$ cat config.mk
export PLATFORM = sky130hd
export DESIGN_NAME = mcm_ctrl
export DESIGN_NICKNAME = d
export VERILOG_FILES = /design/src/rtl/mcm_pkg.sv /design/src/rtl/mcm_ctrl.sv
export SDC_FILE = /design/constraint.sdc
export NUM_CORES = 1
export LEC_CHECK = 0
export BUFFER_PORTS_ARGS = -buffer_cell sky130_fd_sc_hd__buf_2
export CAP_MARGIN = 30
export CORE_MARGIN = 2
export CORE_UTILIZATION = 30
export DETAILED_ROUTE_END_ITERATION = 10
export PLACE_DENSITY_LB_ADDON = 0.2
export SLEW_MARGIN = 25
export SYNTH_ARGS = -nofsm -noshare
export SYNTH_HDL_FRONTEND = slang
export SYNTH_SLANG_ARGS = --single-unit
$ cat constraint.sdc
create_clock -name i_clk -period 1.8 [get_ports i_clk]
set_input_delay 0.18 -clock i_clk [delete_from_list [all_inputs] [get_ports i_clk]]
set_output_delay 0.18 -clock i_clk [all_outputs]
set_load 0.03 [all_outputs]
$ cat src/rtl/mcm_pkg.sv
// Package for the Montgomery cube block: function codes, controller states,
// datapath micro-ops and the command struct. No dependencies.
package mcm_pkg;

    typedef enum logic [1:0] {
        F_LOAD_KEY = 2'd0,
        F_LOAD_SIG = 2'd1,
        F_COMPUTE  = 2'd2,
        F_READ     = 2'd3
    } t_func;

    typedef enum logic [3:0] {
        S_IDLE, S_CLR,
        S_R0, S_R1, S_R2, S_R3, S_R4, S_R5, S_R6, S_R7,
        S_J0, S_J1, S_J2, S_J3,
        S_FIN
    } t_state;

    typedef enum logic [4:0] {
        U_NOP, U_LDK, U_LDS, U_RD, U_CLR,
        U_R0, U_R1, U_R2, U_R3, U_R4, U_R5, U_R6, U_R7,
        U_J0, U_J1, U_J2, U_J3,
        U_FIN
    } t_uop;

    // Pass 0: sq = s*s, pass 1: cube = sq*s, pass 2: res = cube*1
    localparam logic [1:0] PASS_SQ   = 2'd0;
    localparam logic [1:0] PASS_CUBE = 2'd1;
    localparam logic [1:0] PASS_RES  = 2'd2;

    typedef struct packed {
        t_uop       uop;
        logic [1:0] pass;
    } t_dp_cmd;

endpackage

$ cat src/rtl/mcm_ctrl.sv
// Controller of the Montgomery cube block: sequences clear sweeps, round
// setup and word steps of the three passes. Depends on mcm_pkg.
module mcm_ctrl #(
    parameter int NUM_WORDS = 96
) (
    input  logic                         i_clk,
    input  logic                         i_rst_n,
    input  logic                         start,
    output logic                         busy,
    input  logic [1:0]                   i_func,
    output mcm_pkg::t_dp_cmd             o_cmd,
    output logic [$clog2(NUM_WORDS)-1:0] o_k,
    output logic [$clog2(NUM_WORDS)-1:0] o_j,
    output logic                         o_strobe,
    output logic                         o_done_flag
);
    import mcm_pkg::*;

    localparam int AW = $clog2(NUM_WORDS);

    t_state        r_state, n_state;
    logic [1:0]    r_pass, n_pass;
    logic [AW-1:0] r_k, n_k, r_j, n_j;
    logic          r_strobe, n_strobe, r_done, n_done;
    logic          last_round;

    assign last_round = (r_k == AW'(NUM_WORDS - 1));

    always_ff @(posedge i_clk) begin
        if (!i_rst_n) begin
            r_state  <= S_IDLE;
            r_pass   <= PASS_SQ;
            r_k      <= '0;
            r_j      <= '0;
            r_strobe <= 1'b0;
            r_done   <= 1'b0;
        end else begin
            r_state  <= n_state;
            r_pass   <= n_pass;
            r_k      <= n_k;
            r_j      <= n_j;
            r_strobe <= n_strobe;
            r_done   <= n_done;
        end
    end

    // next state
    always_comb begin
        n_state  = r_state;
        n_pass   = r_pass;
        n_k      = r_k;
        n_j      = r_j;
        n_strobe = 1'b0;
        n_done   = 1'b0;
        unique case (r_state)
            S_IDLE: begin
                if (start) begin
                    if (i_func == F_COMPUTE) begin
                        n_state = S_CLR;
                        n_pass  = PASS_SQ;
                        n_j     = '0;
                    end else if (i_func == F_READ) begin
                        n_strobe = 1'b1;
                    end
                end
            end
            S_CLR: begin
                if (r_j == AW'(NUM_WORDS - 1)) begin
                    n_state = S_R0;
                    n_k     = '0;
                end else begin
                    n_j = r_j + 1'b1;
                end
            end
            S_R0: n_state = S_R1;
            S_R1: n_state = S_R2;
            S_R2: n_state = S_R3;
            S_R3: n_state = S_R4;
            S_R4: n_state = S_R5;
            S_R5: n_state = S_R6;
            S_R6: n_state = S_R7;
            S_R7: begin
                n_state = S_J0;
                n_j     = '0;
            end
            S_J0: n_state = S_J1;
            S_J1: n_state = S_J2;
            S_J2: n_state = S_J3;
            S_J3: begin
                if (r_j == AW'(NUM_WORDS - 2)) begin
                    n_state = S_FIN;
                end else begin
                    n_state = S_J0;
                    n_j     = r_j + 1'b1;
                end
            end
            S_FIN: begin
                if (!last_round) begin
                    n_state = S_R0;
                    n_k     = r_k + 1'b1;
                end else if (r_pass == PASS_RES) begin
                    n_state  = S_IDLE;
                    n_strobe = 1'b1;
                    n_done   = 1'b1;
                end else begin
                    n_state = S_CLR;
                    n_pass  = r_pass + 1'b1;
                    n_j     = '0;
                end
            end
            default: n_state = S_IDLE;
        endcase
    end

    // outputs
    always_comb begin
        o_cmd.pass = r_pass;
        o_cmd.uop  = U_NOP;
        unique case (r_state)
            S_IDLE: begin
                if (start) begin
                    case (i_func)
                        F_LOAD_KEY: o_cmd.uop = U_LDK;
                        F_LOAD_SIG: o_cmd.uop = U_LDS;
                        F_READ:     o_cmd.uop = U_RD;
                        default:    o_cmd.uop = U_NOP;
                    endcase
                end
            end
            S_CLR:   o_cmd.uop = U_CLR;
            S_R0:    o_cmd.uop = U_R0;
            S_R1:    o_cmd.uop = U_R1;
            S_R2:    o_cmd.uop = U_R2;
            S_R3:    o_cmd.uop = U_R3;
            S_R4:    o_cmd.uop = U_R4;
            S_R5:    o_cmd.uop = U_R5;
            S_R6:    o_cmd.uop = U_R6;
            S_R7:    o_cmd.uop = U_R7;
            S_J0:    o_cmd.uop = U_J0;
            S_J1:    o_cmd.uop = U_J1;
            S_J2:    o_cmd.uop = U_J2;
            S_J3:    o_cmd.uop = U_J3;
            S_FIN:   o_cmd.uop = U_FIN;
            default: o_cmd.uop = U_NOP;
        endcase
    end

    assign busy        = (r_state != S_IDLE);
    assign o_k         = r_k;
    assign o_j         = r_j;
    assign o_strobe    = r_strobe;
    assign o_done_flag = r_done;

endmodule

# Yosys cells after proc, flatten, opt, wreduce, memory -nomap -nowiden
# Index checks and enable logic that the tools add are counted.
[word_totals]
regBits = 22
latch_bits = 0
ram_bits = 0
rom_bits = 0
in_bits = 5
output_inout_bits = 24
wordCells = 80
n_memories = 0
[classes]
addsub = 3
mul = 0
div = 0
magnitude_cmp = 0
n_eq_ne = 29
shifts = 0
muxes = 31
bitwise = 0
n_reduce_logical = 11
[op_table]
columns = ["cell", "n"]
rows = [
  ["5-bit one-hot mux with 15 select lines", 1],
  ["4-bit one-hot mux with 15 select lines", 1],
  ["7-bit two-way mux", 8],
  ["7-bit one-hot mux with 5 select lines", 1],
  ["4-bit == test, second input constant", 7],
  ["7-bit == test, second input constant", 3],
  ["4-bit by 3-bit == test with 1-bit output, second input constant", 4],
  ["2-bit inequality test, second input constant", 8],
  ["7-bit by 1-bit adder with 7-bit output, second input constant", 2],
  ["7-bit one-hot mux with 2 select lines", 1],
  ["2-bit two-way mux", 6],
  ["4-bit two-way mux", 3],
  ["4-bit by 2-bit == test with 1-bit output, second input constant", 2],
  ["7-bit AND reduction", 1],
  ["2-bit == test, second input constant", 3],
  ["1-bit two-way mux", 6],
  ["2-bit one-hot mux with 3 select lines", 1],
  ["3-bit AND reduction", 2],
  ["5-bit AND reduction", 1],
  ["5-bit nonzero test", 1],
  ["4-bit by 1-bit == test with 1-bit output, second input constant", 1],
  ["4-bit zero test", 1],
  ["2-bit one-hot mux with 2 select lines", 1],
  ["2-bit nonzero test", 2],
  ["other kinds (7)", 7],
]

# Depth between registers and ports, before layout
[logic_depth]
ltp_word = 5
depth_mapped = 7
mapped_depth_nobuf = 7

# Worst setup path after synthesis
# No wires, ideal clock.
[synth_path]
kind = "flip-flop to flip-flop"
startpoint = "register r_k[0], in the netlist o_k[0]"
endpoint = "register r_j[1], in the netlist o_j[1]"
arrival_ps = 1687
t_required_ps = 1673
slack_ps = -13
stages_incl_launch_ff = 7
path_buffers = 0
period_less_slack_ps = 1813
path_cell_list = "dfxtp_1 -> ha_1 -> nand4_1 -> nor3_1 -> o21ai_2 -> o211ai_2 -> o41ai_2"
[synth_between]
elab_chain_len = 3
[synth_rtl]
columns = ["element", "line", "source"]
rows = [
  ["start, declared", "mcm_ctrl.sv:23", "logic [AW-1:0] r_k, n_k, r_j, n_j;"],
  ["start signal, assigned", "mcm_ctrl.sv:40", "r_k <= n_k;"],
  ["7-bit == test", "mcm_ctrl.sv:27", "assign last_round = (r_k == AW'(NUM_WORDS - 1));"],
  ["2-bit inequality test (no line)", "--", ""],
  ["7-bit AND reduction (no line)", "--", ""],
  ["end signal, assigned", "mcm_ctrl.sv:41", "r_j <= n_j;"],
  ["end, declared", "mcm_ctrl.sv:23", ""],
]
# No other way between the ends.
# A chain may end at the register's enable or synchronous reset.

# Worst setup path after layout
[layout_path]
startpoint = "register r_j[0], in the netlist o_j[0]"
endpoint = "register r_j[1], in the netlist o_j[1]"
[layout_between]
elab_chain_len = 3
word_cells_on_any_way = 9
classes_between = "1 x add/sub; 4 x eq/ne; 3 x mux; 1 x reduce/logical"
[layout_rtl]
columns = ["element", "line", "source"]
rows = [
  ["7-bit by 1-bit adder with 7-bit output, or another cell as far along", "mcm_ctrl.sv:72, mcm_ctrl.sv:94", ""],
  ["7-bit two-way mux, or another cell as far along", "mcm_ctrl.sv:90", "if (r_j == AW'(NUM_WORDS - 2)) begin"],
  ["7-bit one-hot mux with 5 select lines / 7-bit AND reduction (equally long branches)", "--", ""],
]
# Parallel ways exist; a longest one is shown, timed or not. The select of a mux whose other input is x is not followed.

==> impl_metrics.csv <==
group,metric,value,unit
critical_path,required,1.94,ns
power,comb_power_share,10.1,%
yosys,syn_nets,186,
floorplan,ios,29,
floorplan,num_rows,24,
power,swShare,24.59,%
sta,hold_ws,0.2298,ns
min_path,min_path_type,"primary input to flip-flop",
yosys,yosysTopAreaCell,"dfxtp_1",
yosys,synth_cell_types,51,
sta,slew_violations,0,
floorplan,die_h,72.71,µm
detailed_routing,firstDrtPassIters,4,
sta,finalSetupViolations,0,
cells_and_area,nets,232,
detailed_routing,wl,3650,µm
clock_tree,cts.sinks,22,
min_path,min_from,"start",
sta,rsz0062_at_grt,"false",
global_route,grt-ovfl-total,0,
run_status,run_status,"finished, final reports clean",
sta,finalHoldViolCount,0,
detailed_routing,vias,1390,
yosys,synth.most_common_cell,"nand2_1",
global_route,grt_pass1_vias,1261,
clock_tree,cts_hold_buf,0,
floorplan,die_x,72.71,µm
yosys,ys_warn_count,0,
sta,max_freq,591.3,MHz
global_route,grt_pass1_wl,6051,µm
clock_tree,clock_latency,0.26,ns
yosys,postSynthAreaPerCell,8.093,µm²
critical_path,r2r-start,"o_j[0]",
yosys,ys_seq_area_share,31.10,%
power,p_switching,233.3,µW
cells_and_area,area_growth,25.88,%
floorplan,start_util,31.87,%
cells_and_area,fillerInstances,487,
power,worst_ir_drop_vdd,195.3,µV
yosys,async_reset_ff_share,0,%
detailed_routing,routed_via_density,5.110,
yosys,netlist_area,1416,µm²
sta,period_minus_slack,1.691,ns
critical_path,regToRegSetupSlack,0.11,ns
clock_tree,cts-buffers-inserted,3,
clock_tree,h-tree-depth,1,
placement,routabilityCongestion,0.7668,
power,power_frac_clock,37.9,%
cells_and_area,multi_input_area,890.9,µm²
cells_and_area,final_area,1783,µm²
critical_path,crit_fanout,4,
detailed_routing,wire_per_inst,13.42,µm
floorplan,fp.dieArea,5287,µm²
cells_and_area,final_util,40.12,%
sta,tns,0,ns
critical_path,end_kind,"flip-flop",
cells_and_area,final_cells,272,
clock_tree,clkSlewWorstSetupHoldPaths,0.08,ns
placement,dp_hpwl,2813,µm
placement,dpl-instance-area,1710,µm²
global_route,antenna_found_initial,0,
clock_tree,cts_buffer_depth,2,
power,seqPwrFrac,51.9,%
sta,worst_clock_skew,0.004723,ns
clock_tree,cts_tree,"yes",
power,p_int,715.4,µW
critical_path,critical_path_arrival,1.84,ns
detailed_routing,dr.first_iter.drc_count,62,
cells_and_area,drive_gt1_share,34.09,%
sta,period_share,93.96,%
power,p_leak,0.7653,nW
floorplan,fp.coreArea,4444,µm²
detailed_routing,drcViolationCount,0,
sta,slew_headroom,64.78,%
detailed_routing,ant_nets,0,
placement,portBuffers,28,
cells_and_area,antenna_cells,0,
yosys,synth_edf_count,0,
yosys,synth_top_area_share,31.10,%
cells_and_area,final-seq-area,447.9,µm²
critical_path,critPathLaunchType,"flip-flop",
clock_tree,root_buffer,"clkbuf_8",
power,powerDensity,532.1,nW/µm²
flow_run,maxCapViolCount,0,
yosys,ys_ff_latch,22,
critical_path,critPathKind,"flip-flop to flip-flop",
yosys,synth_top_cells_by_count,"nand2_1, dfxtp_1, nor2_1",
yosys,yosys-top-cells-area,"dfxtp_1, nand2_1, ha_1, nor2_1, o21ai_0",
critical_path,crit_start,"o_j[0]",
yosys,synthCells,175,
global_route,grt_max_degree,13,
global_route,grt.total_usage,14.27,%
placement,place_inst,267,
sta,tightest_slew,0.5248,ns
yosys,ys_dominant_reg_cell,"dfxtp_1",
[layout make-up]
class                      count  share of cell area (%)
clock buffer                   4                   3.088
inverter                       9                   1.895
multi-input combinational    137                   49.96
sequential                    22                   25.12
tap                           52                   3.649
timing repair buffer          48                   16.28
[flip-flops by register name, summed over array words and instances (netlist names)]
signal       flops
r_state          4
r_pass           2
o_j              7
o_done_flag      1
o_k              7
o_strobe         1
[per-stage QoR]
| step | total power [mW] | worst slack, ns |
|---|---|---|
| 6_report | 0.9487 | 0.1087 |
| 2_1_floorplan | 0.5673 | 0.0002710 |
| 3_3_place_gp | 0.5996 | 0.01955 |
| 4_1_cts | 0.9590 | 0.01104 |
| 5_1_grt | 0.9937 | 0.03597 |
| 3_5_place_dp | 0.6002 | 0.03479 |
[layout by cell type (no fill, tap or decap), drive strengths merged, types with 2 or more instances in the layout]
master and n:
nand2 24, clkbuf 4, a31oi 8, a21oi 9
xnor2 6, nor3 3, a21o 2, ha 6
and4b 2, a21boi 2, buf 48, inv 8
and2 3, nand2b 2, a211oi 3, dfxtp 22
o21ai 15, o21a 2, nand4 4, and3 2
nand3 10, nor2 18, nor4 2
[worst paths after layout]
kind              cells after the start        end
setup / recovery                      6     o_j[1]
hold reg to reg                       1  r_pass[0]
setup reg to reg                      6     o_j[1]
hold / removal                        3   o_strobe
[worst max-delay path, stage by stage, from the launching register on]
cell	delay (ns)
dfxtp_1	0.32
ha_1	0.24
and3b_2	0.22
a211o_2	0.33
and3_4	0.21
o211ai_2	0.16
o41ai_2	0.09
[power by group through the flow]
| stage | Sequential (mW) | Combinational [mW] | Clock, mW |
|---|---|---|---|
| 2_1_floorplan | 0.504 | 0.0635 | 0 |
| 3_3_place_gp | 0.504 | 0.0951 | 0 |
| 3_5_place_dp | 0.504 | 0.0960 | 0 |
| 4_1_cts | 0.493 | 0.0965 | 0.370 |
| 5_1_grt | 0.494 | 0.106 | 0.394 |
| 6_report | 0.493 | 0.0959 | 0.360 |
[timing repair]
action,in CTS,in global routing
buffers inserted,0,1
endpoints found under the setup margin,0,14
gates resized for setup,0,5
[kinds of logic (layout without fill, tap and decap cells)]
logic type	after synthesis	after routing	synth area share (%)
compound gates	48	48	23.85
xor+xnor	6	6	3.710
fa+ha+maj	6	6	5.300
buf+inv	16	61	6.360
flops	22	22	31.10
mux	1	1	0.7950
simple gates	76	76	28.89
[metal layers]
metal / track usage, % / wire (µm) / up-vias
met5: 0 / 0 / -
met4: 3.086 / 19 / 0
met3: 1.796 / 117 / 2
met2: 22.22 / 1671 / 19
met1: 21.03 / 1842 / 650
li1: - / - / 719
No activity file was read; power rests on OpenSTA's default activity.
